## src/rtl/indexed_shift_array_defines.svh

```systemverilog
// Assertion macros for the indexed shift array.
`ifndef INDEXED_SHIFT_ARRAY_DEFINES_SVH
`define INDEXED_SHIFT_ARRAY_DEFINES_SVH

// Check a consequence in the same cycle as its condition.
`define ISA_ASSERT_NOW(label, clk, rst, ante, cons, msg) \
   label: assert property (@(posedge clk) disable iff (rst) (ante) |-> (cons)) \
      else $error(msg);

// Check a consequence in the cycle after its condition.
`define ISA_ASSERT_NEXT(label, clk, rst, ante, cons, msg) \
   label: assert property (@(posedge clk) disable iff (rst) (ante) |=> (cons)) \
      else $error(msg);

`endif

```

## src/rtl/isa_pkg.sv

```systemverilog
package isa_pkg;

   // Operation codes carried in the func field
   localparam logic [2:0] FUNC_READ    = 3'd0;
   localparam logic [2:0] FUNC_INSERT  = 3'd1;
   localparam logic [2:0] FUNC_ERASE   = 3'd2;
   localparam logic [2:0] FUNC_EXTRACT = 3'd3;
   localparam logic [2:0] FUNC_CLEAR   = 3'd4;

   localparam int unsigned IndexW = 5;
   localparam int unsigned DataW  = 32;
   localparam int unsigned CountW = 5;

   typedef struct packed {
      logic [2:0]        func;
      logic [IndexW-1:0] index;
      logic              at_end;
      logic [DataW-1:0]  write_data;
   } isa_req_type;

   typedef struct packed {
      logic              ok;
      logic [DataW-1:0]  read_data;
      logic [CountW-1:0] count;
      logic              empty_res;
   } isa_rsp_type;

   // Broadcast shift command for the cell row
   typedef struct packed {
      logic insert;
      logic remove;
   } isa_cell_ctrl_type;

endpackage

```

## src/rtl/isa_cell.sv

```systemverilog
module isa_cell #(
   parameter int unsigned WIDTH = 32,
   parameter int unsigned PW    = 4,
   parameter int unsigned IDX   = 0
) (
   input  logic                       clock,
   input  isa_pkg::isa_cell_ctrl_type ctrl,
   input  logic [PW-1:0]              pos,
   input  logic [WIDTH-1:0]           wdata,
   input  logic [WIDTH-1:0]           left_in,
   input  logic [WIDTH-1:0]           right_in,
   output logic [WIDTH-1:0]           data_out,
   output logic [WIDTH-1:0]           tap_out
);

   logic [WIDTH-1:0] data_ff;
   logic [WIDTH-1:0] data_in;
   logic             at_pos;
   logic             above;

   assign at_pos = (pos == PW'(IDX));
   assign above  = (PW'(IDX) > pos);

   // Take the new word, the lower neighbor on insert, the upper neighbor on removal
   always_comb begin
      data_in = data_ff;
      if (ctrl.insert) begin
         if (at_pos) begin
            data_in = wdata;
         end else if (above) begin
            data_in = left_in;
         end
      end else if (ctrl.remove) begin
         if (at_pos || above) begin
            data_in = right_in;
         end
      end
   end

   always_ff @(posedge clock) begin
      data_ff <= data_in;
   end

   assign data_out = data_ff;
   // Drive the word onto the read tree only at the selected position
   assign tap_out  = data_ff & {WIDTH{at_pos}};

endmodule

```

## src/rtl/indexed_shift_array.sv

```systemverilog
// Channel   Ports                          Direction  Beat content
// request   req_valid req_stall req_data   in         one operation
// response  rsp_valid rsp_stall rsp_data   out        one result per request
//
// Each request is decoded and executed in the cycle it is accepted; the result
// is registered and shown from the next cycle, so one request per cycle while
// req_stall is low. All cells shift in parallel in that same cycle; the read
// path is an AND-OR tree over the DEPTH cells. Reset clears the element count
// and the response valid; cell contents need no clearing. req_stall is high
// only while a result waits in the response register under rsp_stall.
`include "indexed_shift_array_defines.svh"

module indexed_shift_array #(
   parameter int unsigned DEPTH = 16,
   parameter int unsigned WIDTH = 32
) (
   input  logic                 clock,
   input  logic                 reset,
   input  logic                 req_valid,
   output logic                 req_stall,
   input  isa_pkg::isa_req_type req_data,
   output logic                 rsp_valid,
   input  logic                 rsp_stall,
   output isa_pkg::isa_rsp_type rsp_data
);

   localparam int unsigned PW   = $clog2(DEPTH);
   localparam int unsigned CW   = $clog2(DEPTH + 1);
   localparam int unsigned CMPW = (CW > isa_pkg::IndexW) ? CW : isa_pkg::IndexW;

   logic [CW-1:0]              fill_ff;
   logic [CW-1:0]              fill_in;
   logic                       rsp_valid_ff;
   logic                       rsp_valid_in;
   isa_pkg::isa_rsp_type       rsp_ff;
   isa_pkg::isa_rsp_type       rsp_in;
   logic                       req_acc;
   logic                       op_ok;
   logic                       ins_ok;
   logic                       rd_ok;
   logic [CMPW-1:0]            ins_pos;
   logic [CMPW-1:0]            rd_pos;
   logic [PW-1:0]              cell_pos;
   isa_pkg::isa_cell_ctrl_type cell_ctrl;
   logic [WIDTH-1:0]           wdata;
   logic [WIDTH-1:0]           cell_q   [DEPTH];
   logic [WIDTH-1:0]           cell_tap [DEPTH];
   logic [WIDTH-1:0]           tap_or;
   logic [63:0]                rd_wide;

   assign req_stall = rsp_valid_ff && rsp_stall;
   assign req_acc   = req_valid && !req_stall;

   // Resolve target positions and range checks
   assign ins_pos = req_data.at_end ? CMPW'(fill_ff) : CMPW'(req_data.index);
   assign rd_pos  = req_data.at_end ? CMPW'(fill_ff - CW'(1)) : CMPW'(req_data.index);
   assign ins_ok  = (fill_ff < CW'(DEPTH)) && (ins_pos <= CMPW'(fill_ff));
   assign rd_ok   = (fill_ff != '0) && (rd_pos < CMPW'(fill_ff));

   assign wdata = WIDTH'(64'(req_data.write_data));

   // Decode the operation into a cell command and the next count
   always_comb begin
      op_ok            = 1'b0;
      cell_ctrl        = '0;
      cell_pos         = PW'(rd_pos);
      fill_in          = fill_ff;
      case (req_data.func)
         isa_pkg::FUNC_READ: begin
            op_ok = rd_ok;
         end
         isa_pkg::FUNC_INSERT: begin
            op_ok            = ins_ok;
            cell_pos         = PW'(ins_pos);
            cell_ctrl.insert = req_acc && ins_ok;
            if (ins_ok) begin
               fill_in = fill_ff + CW'(1);
            end
         end
         isa_pkg::FUNC_ERASE, isa_pkg::FUNC_EXTRACT: begin
            op_ok            = rd_ok;
            cell_ctrl.remove = req_acc && rd_ok;
            if (rd_ok) begin
               fill_in = fill_ff - CW'(1);
            end
         end
         isa_pkg::FUNC_CLEAR: begin
            op_ok   = 1'b1;
            fill_in = '0;
         end
         default: begin
            op_ok = 1'b0;
         end
      endcase
   end

   // Row of cells, each handing its word to its neighbors
   for (genvar i = 0; i < DEPTH; i++) begin : g_cell
      logic [WIDTH-1:0] left_w;
      logic [WIDTH-1:0] right_w;

      if (i == 0) begin : g_first
         assign left_w = '0;
      end else begin : g_mid_l
         assign left_w = cell_q[i-1];
      end

      if (i == DEPTH - 1) begin : g_last
         assign right_w = '0;
      end else begin : g_mid_r
         assign right_w = cell_q[i+1];
      end

      isa_cell #(
         .WIDTH (WIDTH),
         .PW    (PW),
         .IDX   (i)
      ) u_cell (
         .clock    (clock),
         .ctrl     (cell_ctrl),
         .pos      (cell_pos),
         .wdata    (wdata),
         .left_in  (left_w),
         .right_in (right_w),
         .data_out (cell_q[i]),
         .tap_out  (cell_tap[i])
      );
   end

   // Merge the selected cell word
   always_comb begin
      tap_or = '0;
      for (int i = 0; i < DEPTH; i++) begin
         tap_or = tap_or | cell_tap[i];
      end
   end

   assign rd_wide = 64'(tap_or);

   // Build the result beat
   always_comb begin
      rsp_in.ok        = op_ok;
      rsp_in.read_data = '0;
      if (op_ok && (req_data.func == isa_pkg::FUNC_READ ||
                    req_data.func == isa_pkg::FUNC_EXTRACT)) begin
         rsp_in.read_data = rd_wide[isa_pkg::DataW-1:0];
      end
      rsp_in.count     = isa_pkg::CountW'(fill_in);
      rsp_in.empty_res = (fill_in == '0);
   end

   assign rsp_valid_in = req_acc || (rsp_valid_ff && rsp_stall);

   // Advance count and hold the response until taken
   always_ff @(posedge clock) begin
      if (reset) begin
         fill_ff      <= '0;
         rsp_valid_ff <= 1'b0;
      end else begin
         if (req_acc) begin
            fill_ff <= fill_in;
         end
         rsp_valid_ff <= rsp_valid_in;
      end
   end

   always_ff @(posedge clock) begin
      if (req_acc) begin
         rsp_ff <= rsp_in;
      end
   end

   assign rsp_valid = rsp_valid_ff;
   assign rsp_data  = rsp_ff;

   `ISA_ASSERT_NOW(a_fill_in_range, clock, reset, 1'b1, fill_ff <= CW'(DEPTH), "count above capacity")
   `ISA_ASSERT_NEXT(a_fail_keeps_count, clock, reset, req_acc && !op_ok, fill_ff == $past(fill_ff), "failed request changed count")
   `ISA_ASSERT_NOW(a_fail_zero_data, clock, reset, rsp_valid_ff && !rsp_ff.ok, rsp_ff.read_data == '0, "failed result carries data")

endmodule
```

## config.mk

```make
export PLATFORM = sky130hd
export DESIGN_NAME = indexed_shift_array
export DESIGN_NICKNAME = d
export VERILOG_FILES = /design/src/rtl/isa_pkg.sv /design/src/rtl/isa_cell.sv /design/src/rtl/indexed_shift_array.sv
export VERILOG_INCLUDE_DIRS = /design/src /design/src/rtl
export SDC_FILE = /design/constraint.sdc
export NUM_CORES = 1
export LEC_CHECK = 0
export BUFFER_PORTS_ARGS = -buffer_cell sky130_fd_sc_hd__buf_2
export CAP_MARGIN = 20
export CORE_MARGIN = 8
export CORE_UTILIZATION = 57
export DETAILED_ROUTE_END_ITERATION = 8
export PLACE_DENSITY_LB_ADDON = 0.08
export SETUP_SLACK_MARGIN = 0.3
export SYNTH_ARGS = -nofsm -noshare
export SYNTH_HDL_FRONTEND = slang
export SYNTH_SLANG_ARGS = --single-unit
```

## constraint.sdc

```tcl
create_clock -name clock -period 9.4 [get_ports clock]
set_clock_uncertainty 0.15 [all_clocks]
set_input_delay 1.88 -clock clock [delete_from_list [all_inputs] [get_ports clock]]
set_output_delay 1.88 -clock clock [all_outputs]
set_load 0.1 [all_outputs]
```

* After elaboration in Yosys (flattened, before gate mapping)
Index checks and enable logic that the tools add are counted.
** Word-level totals
- Flip-flop bits (word level) :: 557
** Operators by class
- Bitwise logic cells :: 31
- Equal/unequal tests :: 35
- Order comparisons :: 19
- Multiplexer cells :: 89
- Reductions and logical operators :: 65
- Add/subtract/negate cells :: 2
** Operator list (number)
- $mux 32 :: 80
- $and 32x32->32 :: 16
- $or 32x32->32 :: 15
- $ne 3x1->1 const B :: 16
- $reduce_and 3->1 :: 16
- $reduce_bool 2->1 :: 17
- $eq 4x4->1 const B :: 8
- $gt 4x4->1 const A :: 8
- $mux 5 :: 4
- $logic_or 1x1->1 :: 18
- $eq 4x3->1 const B :: 4
- $gt 3x4->1 const A :: 4
- $pmux 5 s3 :: 1
- $eq 4x2->1 const B :: 2
- $gt 1x4->1 const A :: 2
- $gt 2x4->1 const A :: 2
- $logic_and 1x1->1 :: 7
- $eq 3x2->1 const B :: 2
- $add 5x1->5 const B :: 1
- $le 5x5->1 :: 1
- $logic_not 5->1 :: 1
- $lt 5x5->1 :: 1
- $lt 5x5->1 const B :: 1
- $reduce_bool 5->1 :: 1
- 12 further kinds :: 13

* Logic depth before layout (Yosys ltp)
Gate-level depths: netlist (run 1).
- Depth in word-level cells :: 20
- Gate-level depth with buffers :: 15
- Gate-level depth less buffers :: 13

* Hierarchy
From an unflattened synthesis (run 1), not the netlist that was laid out.
** Second synthesis, totals
- Cell total of the unflattened synthesis :: 3395
- Area total of the unflattened synthesis :: 33623.5 µm²
** Modules (own cells, without submodules)
- isa_cell (g_cell[11].u_cell ...) :: instances 2, cells an instance 213, area each 1864.3 µm²
- indexed_shift_array :: instances 1, cells an instance 383, area each 3494.6 µm²
- isa_cell (g_cell[2].u_cell) :: instances 1, cells an instance 177, area each 1906.8 µm²
- isa_cell (g_cell[1].u_cell) :: instances 1, cells an instance 177, area each 1904.3 µm²
- isa_cell (g_cell[10].u_cell) :: instances 1, cells an instance 178, area each 1900.6 µm²
- isa_cell (g_cell[12].u_cell) :: instances 1, cells an instance 177, area each 1899.3 µm²
- isa_cell (g_cell[9].u_cell) :: instances 1, cells an instance 177, area each 1896.8 µm²
- isa_cell (g_cell[6].u_cell) :: instances 1, cells an instance 177, area each 1895.6 µm²
- isa_cell (g_cell[5].u_cell) :: instances 1, cells an instance 177, area each 1894.3 µm²
- isa_cell (g_cell[3].u_cell) :: instances 1, cells an instance 177, area each 1891.8 µm²
- isa_cell (g_cell[4].u_cell) :: instances 1, cells an instance 177, area each 1880.6 µm²
- isa_cell (g_cell[8].u_cell) :: instances 1, cells an instance 178, area each 1878.1 µm²
- isa_cell (g_cell[0].u_cell) :: instances 1, cells an instance 176, area each 1874.3 µm²
- isa_cell (g_cell[14].u_cell) :: instances 1, cells an instance 213, area each 1866.8 µm²
- +2 rows

* Worst setup path after synthesis (run 1)
No wires, ideal clock.
- Path kind :: input-to-reg
- From :: input port req_data[32] (netlist bit)
- To :: register g_cell[8].u_cell.data_ff[0], enable pin
- Buffers on the path :: 4
- Stages :: 13
- Data arrival time :: 8544 ps
- Slack :: 236 ps
- Data required time :: 8780 ps
- Path through :: buf_2 buf_4 buf_2 mux2_2 ha_1 and3_1 o21a_1 o31ai_1 a22oi_1 or3_1 clkbuf_1 a21oi_1 a21boi_0
** Between the ends
- Cells in the longest elaborated chain, start to end :: 7
- Elaborated cells on any way between the ends :: 18
- Those cells by class :: 3 x order compare; 2 x eq/ne; 5 x mux; 8 x reduce/logical
** RTL lines
- start: declaration :: line indexed_shift_array.sv:21 : input isa_pkg::isa_req_type req_data,
- $mux 5, on equally long branches :: line indexed_shift_array.sv:55, indexed_shift_array.sv:56
- $le 5x5->1 / $lt 5x5->1 (equally long branches) :: line indexed_shift_array.sv:57, indexed_shift_array.sv:58
- $logic_and 1x1->1, on equally long branches :: line indexed_shift_array.sv:57, indexed_shift_array.sv:58
- $logic_and 1x1->1, on equally long branches :: line indexed_shift_array.sv:75, indexed_shift_array.sv:82
- $mux 1 :: line indexed_shift_array.sv:68 : case (req_data.func)
- $ne 3x1->1 (no line) / $reduce_bool 2->1 (equally long branches)
- $reduce_and 3->1 (no line) *
- end signal: assignment :: line isa_cell.sv:41 : data_ff <= data_in;
- end: declaration :: line isa_cell.sv:16 : logic [WIDTH-1:0] data_ff;
Every way passes the cells marked *; elsewhere a longest branch is shown, timed or not.
A chain may end at the register's enable or synchronous reset.

* Worst setup path in the final report (run 1)
- From :: input port req_data[32] (netlist bit)
- To :: register g_cell[6].u_cell.data_ff[15], enable pin
** Between the ends
- Cells in the longest elaborated chain, start to end :: 7
- Elaborated cells on any way between the ends :: 18
- Those cells by class :: 3 x order compare; 2 x eq/ne; 5 x mux; 8 x reduce/logical
** RTL lines (line)
- $mux 5, on equally long branches :: indexed_shift_array.sv:55, indexed_shift_array.sv:56
- $le 5x5->1 / $lt 5x5->1 (equally long branches) :: indexed_shift_array.sv:57, indexed_shift_array.sv:58
- $logic_and 1x1->1, on equally long branches :: indexed_shift_array.sv:57, indexed_shift_array.sv:58
- $logic_and 1x1->1, on equally long branches :: indexed_shift_array.sv:75, indexed_shift_array.sv:82
- $mux 1 :: indexed_shift_array.sv:68
- $ne 3x1->1 (no line) / $reduce_bool 2->1 (equally long branches)
- $reduce_and 3->1 (no line) *
- end signal: assignment :: isa_cell.sv:41
- end: declaration :: isa_cell.sv:16
Marks and branches as above.

==> flow_summary.html, run 1 <==
<table>
<tr><th>Metric</th><th>Value</th></tr>
<tr><th colspan="2">Status</th></tr>
<tr><td>Result of the run</td><td>complete, no violations</td></tr>
<tr><th colspan="2">Pwr</th></tr>
<tr><td>Logic pwr share</td><td>0.157</td></tr>
<tr><td>Leakage power figure</td><td>0.0130 uW</td></tr>
<tr><td>Net Switching</td><td>1790 uW</td></tr>
<tr><td>Net Sw Frac</td><td>0.284</td></tr>
<tr><td>Internal power consumption</td><td>4500 uW</td></tr>
<tr><td>Pwr per Cell Area</td><td>180 mW/mm^2</td></tr>
<tr><td>Highest ir drop seen on vdd</td><td>0.154 mV</td></tr>
<tr><td>Clock Power Share</td><td>0.397</td></tr>
<tr><td>Sequential power share</td><td>0.446</td></tr>
<tr><th colspan="2">Timing</th></tr>
<tr><td>Final setup fails</td><td>0</td></tr>
<tr><td>Unrepaired setup endpoints after global routing</td><td>no</td></tr>
<tr><td>Final Critical Period</td><td>6.80 ns</td></tr>
<tr><td>Worst-Margin Slew</td><td>1.43 ns</td></tr>
<tr><td>Fraction of the cycle the final worst path needs</td><td>0.723</td></tr>
<tr><td>Sum of negative setup slack</td><td>0 ns</td></tr>
<tr><td>Achievable frequency</td><td>0.147 GHz</td></tr>
<tr><td>Number of pins exceeding their max-slew limit in the final report</td><td>0</td></tr>
<tr><td>Normalized max-slew margin</td><td>0.0465</td></tr>
<tr><td>Hold Vio Cnt, Final</td><td>0</td></tr>
<tr><td>Hold WS</td><td>0.412 ns</td></tr>
<tr><th colspan="2">Worst setup path</th></tr>
<tr><td>Top Family by Delay on Critical Path</td><td>compound AO/OA/AOI/OAI gates</td></tr>
<tr><td>Largest incremental delay on the critical path</td><td>0.88 ns</td></tr>
<tr><td>Required time worst endpoint</td><td>9.55 ns</td></tr>
<tr><td>Worst Path Max Fanout</td><td>29</td></tr>
<tr><td>Crit end category</td><td>register</td></tr>
<tr><td>Critical-path cell with the highest stage delay</td><td>sky130_fd_sc_hd__a21oi_4</td></tr>
<tr><td>Worst path bufs/invs</td><td>3</td></tr>
<tr><td>WS Path Type</td><td>in2reg</td></tr>
<tr><td>Cell breakdown of the critical path</td><td>buf_2, mux2_2, ha_1, and3_1, o21a_1, o31ai_1, a22oi_1, or3_1, inv_2, nand2_1, a21oi_4, buf_4</td></tr>
<tr><td>Arrival time at the worst endpoint</td><td>6.95 ns</td></tr>
<tr><td>Critical path launch point type</td><td>input port</td></tr>
<tr><th colspan="2">GRT</th></tr>
<tr><td>Largest net degree at the start of global routing</td><td>310</td></tr>
<tr><td>GRT Total Usage</td><td>0.341</td></tr>
<tr><td>Via count of the first global-routing pass</td><td>24700</td></tr>
<tr><td>Global-route wire length before repair</td><td>164000 um</td></tr>
<tr><td>Total congestion overflow</td><td>0</td></tr>
<tr><td>Antenna violations before repair</td><td>3</td></tr>
<tr><th colspan="2">Synth</th></tr>
<tr><td>Average footprint of a synthesized cell</td><td>10.7 um^2</td></tr>
<tr><td>Count of state elements after synthesis</td><td>557</td></tr>
<tr><td>Count of cell types in the netlist</td><td>84</td></tr>
<tr><td>Async set-or-reset flop fraction in the synthesized netlist</td><td>0</td></tr>
<tr><td>Prevailing post-synth register cell</td><td>sky130_fd_sc_hd__edfxtp_1</td></tr>
<tr><td>Dominant cell type by area after synthesis</td><td>sky130_fd_sc_hd__edfxtp_1</td></tr>
<tr><td>Post-synthesis instance area</td><td>0.0320 mm^2</td></tr>
<tr><td>Instance count of the mapped netlist</td><td>2998</td></tr>
<tr><td>Post-Synthesis Net Count</td><td>3055</td></tr>
<tr><td>Largest cells by area after synthesis</td><td>sky130_fd_sc_hd__edfxtp_1, sky130_fd_sc_hd__mux2i_1, sky130_fd_sc_hd__nand2_1, sky130_fd_sc_hd__o21ai_1, sky130_fd_sc_hd__o21ai_0</td></tr>
<tr><td>Count of flip-flops with a built-in enable after synthesis</td><td>551</td></tr>
<tr><td>Share of synthesized area occupied by flip-flops and latches</td><td>0.520</td></tr>
<tr><td>Synth warn</td><td>0</td></tr>
<tr><td>Top-area cell type share of the netlist area</td><td>0.517</td></tr>
<tr><th colspan="2">Routing</th></tr>
<tr><td>DRC violation total after the first TritonRoute iteration</td><td>3646</td></tr>
<tr><td>Number of remaining DRC errors</td><td>0</td></tr>
<tr><td>Number of nets with antenna violations after detailed routing</td><td>0</td></tr>
<tr><td>Per-cell via count in the routed design</td><td>6.87</td></tr>
<tr><td>Number of iterations in the first detailed-routing pass</td><td>8</td></tr>
<tr><td>Detailed Route WL</td><td>112000 um</td></tr>
<tr><td>DR WL/cell</td><td>29.7 um</td></tr>
<tr><td>Via count of the routed design</td><td>25800</td></tr>
<tr><th colspan="2">Floorplan</th></tr>
<tr><td>Std-Cell Rows</td><td>87</td></tr>
<tr><td>Top Ports</td><td>86</td></tr>
<tr><td>DIE WIDTH</td><td>253 um</td></tr>
<tr><td>DIE AREA</td><td>0.0640 mm^2</td></tr>
<tr><td>Core Region</td><td>0.0560 mm^2</td></tr>
<tr><td>Overall die height</td><td>253 um</td></tr>
<tr><td>Initial Util</td><td>0.572</td></tr>
<tr><th colspan="2">CTS</th></tr>
<tr><td>Clock buffer depth</td><td>3</td></tr>
<tr><td>H-tree lvl count</td><td>2</td></tr>
<tr><td>Clock Latency Late Sink</td><td>0.64 ns</td></tr>
<tr><td>Number of buffers added by the clock tree synthesis step</td><td>60</td></tr>
<tr><td>Postcts setup bufs</td><td>0</td></tr>
<tr><td>Clock root buffer</td><td>sky130_fd_sc_hd__clkbuf_16</td></tr>
<tr><td>Number of hold buffers added after CTS</td><td>0</td></tr>
<tr><td>Total clock sinks</td><td>557</td></tr>
<tr><td>CTS clock-pin slew for the worst setup and hold paths</td><td>0.06 ns</td></tr>
<tr><td>CTS tree</td><td>built</td></tr>
<tr><td>Number of gates resized after cts</td><td>0</td></tr>
<tr><th colspan="2">Placed design</th></tr>
<tr><td>Placed standard-cell area</td><td>0.0329 mm^2</td></tr>
<tr><td>Final RePlAce weighted congestion</td><td>0.913</td></tr>
<tr><td>Hpwl dp</td><td>66400 um</td></tr>
<tr><td>Number of input and output port buffers inserted</td><td>85</td></tr>
<tr><th colspan="2">Finish</th></tr>
<tr><td>Number of nets at the end of the flow</td><td>3009</td></tr>
<tr><td>Commonest non-fill, non-tap cell in the layout</td><td>sky130_fd_sc_hd__nand2_1</td></tr>
<tr><td>Commonest cells after routing, fill and taps aside</td><td>sky130_fd_sc_hd__nand2_1, sky130_fd_sc_hd__edfxtp_1, sky130_fd_sc_hd__mux2i_1</td></tr>
<tr><td>Final-layout fill cell count</td><td>4573</td></tr>
<tr><td>Synthesis-to-finish area growth</td><td>9.38%</td></tr>
<tr><td>Proportion of layout cells with a drive suffix above 1</td><td>0.116</td></tr>
<tr><td>Design area</td><td>0.0350 mm^2</td></tr>
<tr><th colspan="2">Min path</th></tr>
<tr><td>HP Class</td><td>reg2reg</td></tr>
<tr><th colspan="2">Flow run</th></tr>
<tr><td># Max-Cap Violations</td><td>0</td></tr>
</table>
## layer usage
metal	vias up	GRT usage	routed length, um
met4	0	0.157	5450
li1	11200	-	-
met1	12500	0.458	42800
met5	-	0	0
met2	1774	0.522	49700
met3	312	0.0791	13700
## power by group through the flow
stage,clock [uW],combinational [uW],sequential (uW)
6_report,2500,991,2810
5_1_grt,2600,1030,2810
4_1_cts,2510,961,2810
3_5_place_dp,0,959,2860
3_3_place_gp,0,945,2860
2_1_floorplan,0,558,2930
## tightest hold or removal path: stages (launching register included)
cell,delay [ns]
sky130_fd_sc_hd__edfxtp_1,0.34
sky130_fd_sc_hd__nand2_1,0.05
sky130_fd_sc_hd__o21ai_0,0.06
## through the flow
step                      utilization  worst slack (ns)  power, uW  cells
final                           0.626              2.60       6290   3761
after global routing            0.626              2.35       6430   3760
after CTS                       0.625              2.72       6280   3756
after floorplan                     -             0.952       3490   2998
after detailed placement        0.589              2.09       3820   3644
after global placement          0.588              2.11       3800   3642
## area by class of cell
cell class | instances | area (um^2) | share of cell area
Antenna cell | 3 | 7.51 | 0.000214
Clock buffer | 73 | 1590 | 0.0454
Clock inverter | 39 | 450 | 0.0129
Inverter | 16 | 60.1 | 0.00171
Multi-Input combinational cell | 2151 | 14200 | 0.405
Sequential cell | 557 | 16700 | 0.476
Tap cell | 756 | 946 | 0.0270
Timing Repair Buffer | 166 | 1130 | 0.0322
## Yosys cell counts, types with 5 or more instances
library cell and n:
sky130_fd_sc_hd__mux2i_1 479, sky130_fd_sc_hd__o21ai_1 245, sky130_fd_sc_hd__a211oi_1 11, sky130_fd_sc_hd__nand4_1 5
sky130_fd_sc_hd__nor4_1 8, sky130_fd_sc_hd__a21oi_1 86, sky130_fd_sc_hd__a31oi_1 33, sky130_fd_sc_hd__buf_2 56
sky130_fd_sc_hd__a221oi_1 17, sky130_fd_sc_hd__mux2_2 12, sky130_fd_sc_hd__edfxtp_1 551, sky130_fd_sc_hd__buf_4 24
sky130_fd_sc_hd__nor3_4 5, sky130_fd_sc_hd__nor3_1 7, sky130_fd_sc_hd__nand2b_1 6, sky130_fd_sc_hd__o2bb2ai_1 19
sky130_fd_sc_hd__a22o_1 61, sky130_fd_sc_hd__a22oi_1 53, sky130_fd_sc_hd__buf_6 21, sky130_fd_sc_hd__nor2_1 33
sky130_fd_sc_hd__nand2_1 597, sky130_fd_sc_hd__and2_1 6, sky130_fd_sc_hd__nor3_2 6, sky130_fd_sc_hd__o21a_1 8
sky130_fd_sc_hd__dfxtp_1 6, sky130_fd_sc_hd__and3_1 21, sky130_fd_sc_hd__ha_1 12, sky130_fd_sc_hd__and4_1 13
sky130_fd_sc_hd__a222oi_1 33, sky130_fd_sc_hd__a31o_2 6, sky130_fd_sc_hd__inv_1 13, sky130_fd_sc_hd__o21ai_0 233
sky130_fd_sc_hd__a2111oi_0 8, sky130_fd_sc_hd__nand3_1 50, sky130_fd_sc_hd__xnor2_1 5, sky130_fd_sc_hd__clkbuf_1 168
## final timing paths
kind                                       start                        endpoint  slack, ns  cells after the start
hold / removal    g_cell[15].u_cell.data_out[31]  g_cell[14].u_cell.data_out[31]       0.41                      2
hold reg to reg   g_cell[15].u_cell.data_out[31]  g_cell[14].u_cell.data_out[31]       0.41                      2
setup / recovery                    req_data[32]   g_cell[6].u_cell.data_out[15]       2.60                     12
setup reg to reg                      fill_ff[1]   g_cell[6].u_cell.data_out[15]       3.28                     14
## flip-flops by register name, summed over array words and instances (netlist names)
signal	count
g_cell.u_cell.data_out	512
rsp_valid	1
rsp_data	39
fill_ff	5
## logic make-up after synthesis
family,Yosys count,synth area share
AOI/OAI and AO/OA,859,0.167
and+or+nand+nor,780,0.106
DFF,557,0.520
muxes,494,0.156
buffers and inverters,290,0.0450
adders and majority gates,12,0.00469
xor gates and xnor gates,6,0.00164
No activity file was read; power rests on OpenSTA's default activity.
==> run 2: changes to the inputs <==
==> constraint.sdc (replaced) <==
create_clock -name clock -period 6 [get_ports clock]
set_clock_uncertainty 0.15 [all_clocks]
set_input_delay 1.2 -clock clock [delete_from_list [all_inputs] [get_ports clock]]
set_output_delay 1.2 -clock clock [all_outputs]
set_load 0.1 [all_outputs]
==> flow_summary.html, run 2 (same netlist as run 1, synthesis figures left out) <==
<table>
<tr><th>Metric</th><th>Value</th></tr>
<tr><th colspan="2">Status</th></tr>
<tr><td>Result of the run</td><td>complete, no violations</td></tr>
<tr><th colspan="2">GRT</th></tr>
<tr><td>Total congestion overflow</td><td>0 (unchanged)</td></tr>
<tr><td>Via count of the first global-routing pass</td><td>25100 (+1.9%)</td></tr>
<tr><td>Global-route wire length before repair</td><td>166000 um (+1.4%)</td></tr>
<tr><td>Largest net degree at the start of global routing</td><td>115 (-63%)</td></tr>
<tr><td>GRT Total Usage</td><td>0.346 (+0.00500)</td></tr>
<tr><td>Antenna violations before repair</td><td>3 (unchanged)</td></tr>
<tr><th colspan="2">Worst setup path</th></tr>
<tr><td>WS Path Type</td><td>reg2reg</td></tr>
<tr><td>Most frequent cell on the critical path</td><td>sky130_fd_sc_hd__ha_1</td></tr>
<tr><td>Largest incremental delay on the critical path</td><td>0.71 ns (-0.17 ns)</td></tr>
<tr><td>Worst path bufs/invs</td><td>3 (unchanged)</td></tr>
<tr><td>Cell breakdown of the critical path</td><td>inv_1, ha_1, xnor2_1, a21oi_1, ha_1, o21a_1, o31a_1, o31ai_2, a22oi_1, or3_1, clkinvlp_4, nand2_4, nor2_4, buf_4</td></tr>
<tr><td>Crit end category</td><td>register</td></tr>
<tr><td>Required time worst endpoint</td><td>6.18 ns (-3.37 ns)</td></tr>
<tr><td>Top Family by Delay on Critical Path</td><td>simple AND/OR/NAND/NOR gates</td></tr>
<tr><td>Worst Path Max Fanout</td><td>10 (-66%)</td></tr>
<tr><td>Critical path launch point type</td><td>register</td></tr>
<tr><td>Arrival time at the worst endpoint</td><td>5.15 ns (-1.80 ns)</td></tr>
<tr><td>Critical-path cell with the highest stage delay</td><td>sky130_fd_sc_hd__or3_1</td></tr>
<tr><th colspan="2">Timing</th></tr>
<tr><td>Normalized max-slew margin</td><td>0.204 (+0.158)</td></tr>
<tr><td>Final Critical Period</td><td>4.98 ns</td></tr>
<tr><td>Hold Vio Cnt, Final</td><td>0 (unchanged)</td></tr>
<tr><td>Hold WS</td><td>0.414 ns (+0.00217 ns)</td></tr>
<tr><td>Worst-Margin Slew</td><td>1.19 ns (-0.239 ns)</td></tr>
<tr><td>Sum of negative setup slack</td><td>0 ns (unchanged)</td></tr>
<tr><td>Final setup fails</td><td>0 (unchanged)</td></tr>
<tr><td>Unrepaired setup endpoints after global routing</td><td>no</td></tr>
<tr><td>Number of pins exceeding their max-slew limit in the final report</td><td>0 (unchanged)</td></tr>
<tr><td>Achievable frequency</td><td>0.201 GHz</td></tr>
<tr><td>Fraction of the cycle the final worst path needs</td><td>0.829</td></tr>
<tr><th colspan="2">Placed design</th></tr>
<tr><td>Number of input and output port buffers inserted</td><td>85 (unchanged)</td></tr>
<tr><td>Hpwl dp</td><td>69800 um (+5.2%)</td></tr>
<tr><td>Placed Instances</td><td>3699 (+1.5%)</td></tr>
<tr><td>Final RePlAce weighted congestion</td><td>0.935 (+2.4%)</td></tr>
<tr><th colspan="2">Finish</th></tr>
<tr><td>Finished Core Util</td><td>0.639 (+0.0130)</td></tr>
<tr><td>Commonest cells after routing, fill and taps aside</td><td>sky130_fd_sc_hd__nand2_1, sky130_fd_sc_hd__edfxtp_1, sky130_fd_sc_hd__mux2i_1</td></tr>
<tr><td>Synthesis-to-finish area growth</td><td>11.7%</td></tr>
<tr><td>Commonest non-fill, non-tap cell in the layout</td><td>sky130_fd_sc_hd__nand2_1</td></tr>
<tr><td>Proportion of layout cells with a drive suffix above 1</td><td>0.130 (+0.0147)</td></tr>
<tr><td>Final cell count without fillers</td><td>3814 (+1.4%)</td></tr>
<tr><td>Number of nets at the end of the flow</td><td>3062 (+1.8%)</td></tr>
<tr><td>Largest register FFs</td><td>512 (unchanged)</td></tr>
<tr><th colspan="2">Routing</th></tr>
<tr><td>Detailed Route WL</td><td>113000 um (+1.4%)</td></tr>
<tr><td>Number of remaining DRC errors</td><td>0 (unchanged)</td></tr>
<tr><td>Number of nets with antenna violations after detailed routing</td><td>0 (unchanged)</td></tr>
<tr><td>DRC violation total after the first TritonRoute iteration</td><td>3957 (+8.5%)</td></tr>
<tr><td>Per-cell via count in the routed design</td><td>6.88 (+0.21%)</td></tr>
<tr><td>DR WL/cell</td><td>29.7 um (about the same)</td></tr>
<tr><td>Via count of the routed design</td><td>26300 (+1.6%)</td></tr>
<tr><td>Number of iterations in the first detailed-routing pass</td><td>6 (-2)</td></tr>
<tr><th colspan="2">CTS</th></tr>
<tr><td>Total clock sinks</td><td>557 (unchanged)</td></tr>
<tr><td>Number of buffers added by the clock tree synthesis step</td><td>60 (unchanged)</td></tr>
<tr><td>Postcts setup bufs</td><td>0 (unchanged)</td></tr>
<tr><td>Number of gates resized after cts</td><td>0 (unchanged)</td></tr>
<tr><td>Clock root buffer</td><td>sky130_fd_sc_hd__clkbuf_16</td></tr>
<tr><td>H-tree lvl count</td><td>2 (unchanged)</td></tr>
<tr><td>Clock Latency Late Sink</td><td>0.64 ns (about the same)</td></tr>
<tr><td>Number of hold buffers added after CTS</td><td>0 (unchanged)</td></tr>
<tr><td>Clock buffer depth</td><td>3 (unchanged)</td></tr>
<tr><td>CTS tree</td><td>built</td></tr>
<tr><td>CTS clock-pin slew for the worst setup and hold paths</td><td>0.06 ns (about the same)</td></tr>
<tr><th colspan="2">Floorplan</th></tr>
<tr><td>Overall die height</td><td>253 um (unchanged)</td></tr>
<tr><td>Initial Util</td><td>0.572 (unchanged)</td></tr>
<tr><td>Core Region</td><td>0.0560 mm^2 (unchanged)</td></tr>
<tr><td>DIE AREA</td><td>0.0640 mm^2 (unchanged)</td></tr>
<tr><td>DIE WIDTH</td><td>253 um (unchanged)</td></tr>
<tr><td>Std-Cell Rows</td><td>87 (unchanged)</td></tr>
<tr><td>Top Ports</td><td>86 (unchanged)</td></tr>
<tr><th colspan="2">Pwr</th></tr>
<tr><td>Highest ir drop seen on vdd</td><td>0.229 mV (+48%)</td></tr>
<tr><td>Total power after layout</td><td>10100 uW (+60%)</td></tr>
<tr><td>Leakage power figure</td><td>0.0134 uW (+3.0%)</td></tr>
<tr><td>Pwr per Cell Area</td><td>282 mW/mm^2 (+57%)</td></tr>
<tr><th colspan="2">Min path</th></tr>
<tr><td>HP Class</td><td>reg2reg</td></tr>
<tr><th colspan="2">Flow run</th></tr>
<tr><td># Max-Cap Violations</td><td>0 (unchanged)</td></tr>
</table>
-- run 2: path summary, 6_finish.rpt --
check	startpoint	to	slack (ns)	depth (start not counted)
hold reg to reg	g_cell[15].u_cell.data_out[13]	g_cell[14].u_cell.data_out[13]	0.41	2
setup reg to reg	fill_ff[1]	g_cell[2].u_cell.data_out[30]	1.02	14
hold / removal	g_cell[15].u_cell.data_out[13]	g_cell[14].u_cell.data_out[13]	0.41	2
setup / recovery	fill_ff[1]	g_cell[2].u_cell.data_out[30]	1.02	14
-- run 2: where the power goes --
| part | internal, uW | leakage, uW | total [uW] | switching, uW |
|---|---|---|---|---|
| combinational | 481 | 0.00726 | 1610 | 1130 |
| sequential | 4340 | 0.00508 | 4390 | 50.2 |
| clock | 2430 | 0.00103 | 4070 | 1640 |
| total | 7260 | 0.0134 | 10100 | 2820 |
-- run 2: stage by stage --
step	cell area [um^2]	setup slack (ns)
2_1_floorplan	32100	0.237
3_3_place_gp	33600	0.578
3_5_place_dp	33600	0.523
4_1_cts	35800	1.07
5_1_grt	35800	0.699
6_report	35800	1.02
-- run 2: worst reg2reg max path: stages (launching register included) --
cell,delay (ns)
sky130_fd_sc_hd__dfxtp_1,0.56
sky130_fd_sc_hd__inv_1,0.22
sky130_fd_sc_hd__ha_1,0.30
sky130_fd_sc_hd__xnor2_1,0.49
sky130_fd_sc_hd__a21oi_1,0.17
sky130_fd_sc_hd__ha_1,0.30
sky130_fd_sc_hd__o21a_1,0.10
sky130_fd_sc_hd__o31a_1,0.12
sky130_fd_sc_hd__o31ai_2,0.28
sky130_fd_sc_hd__a22oi_1,0.13
sky130_fd_sc_hd__or3_1,0.71
sky130_fd_sc_hd__clkinvlp_4,0.26
sky130_fd_sc_hd__nand2_4,0.16
sky130_fd_sc_hd__nor2_4,0.42
sky130_fd_sc_hd__buf_4,0.30
-- run 2: final cells by class --
| class | count | area, um^2 |
|---|---|---|
| diodes | 4 | 10.0 |
| clock buffers | 69 | 1580 |
| clock inverters | 42 | 549 |
| fillers | 4529 | 20200 |
| inverters | 16 | 63.8 |
| multi-input cells | 2151 | 14200 |
| flip-flops and latches | 557 | 16700 |
| well taps | 756 | 946 |
| repair buffers | 219 | 1740 |
-- run 2: routing by layer --
metal	wire length [um]	track usage
met1	43400	0.473
met2	49100	0.516
met3	15100	0.0876
met4	5660	0.156
met5	0	0
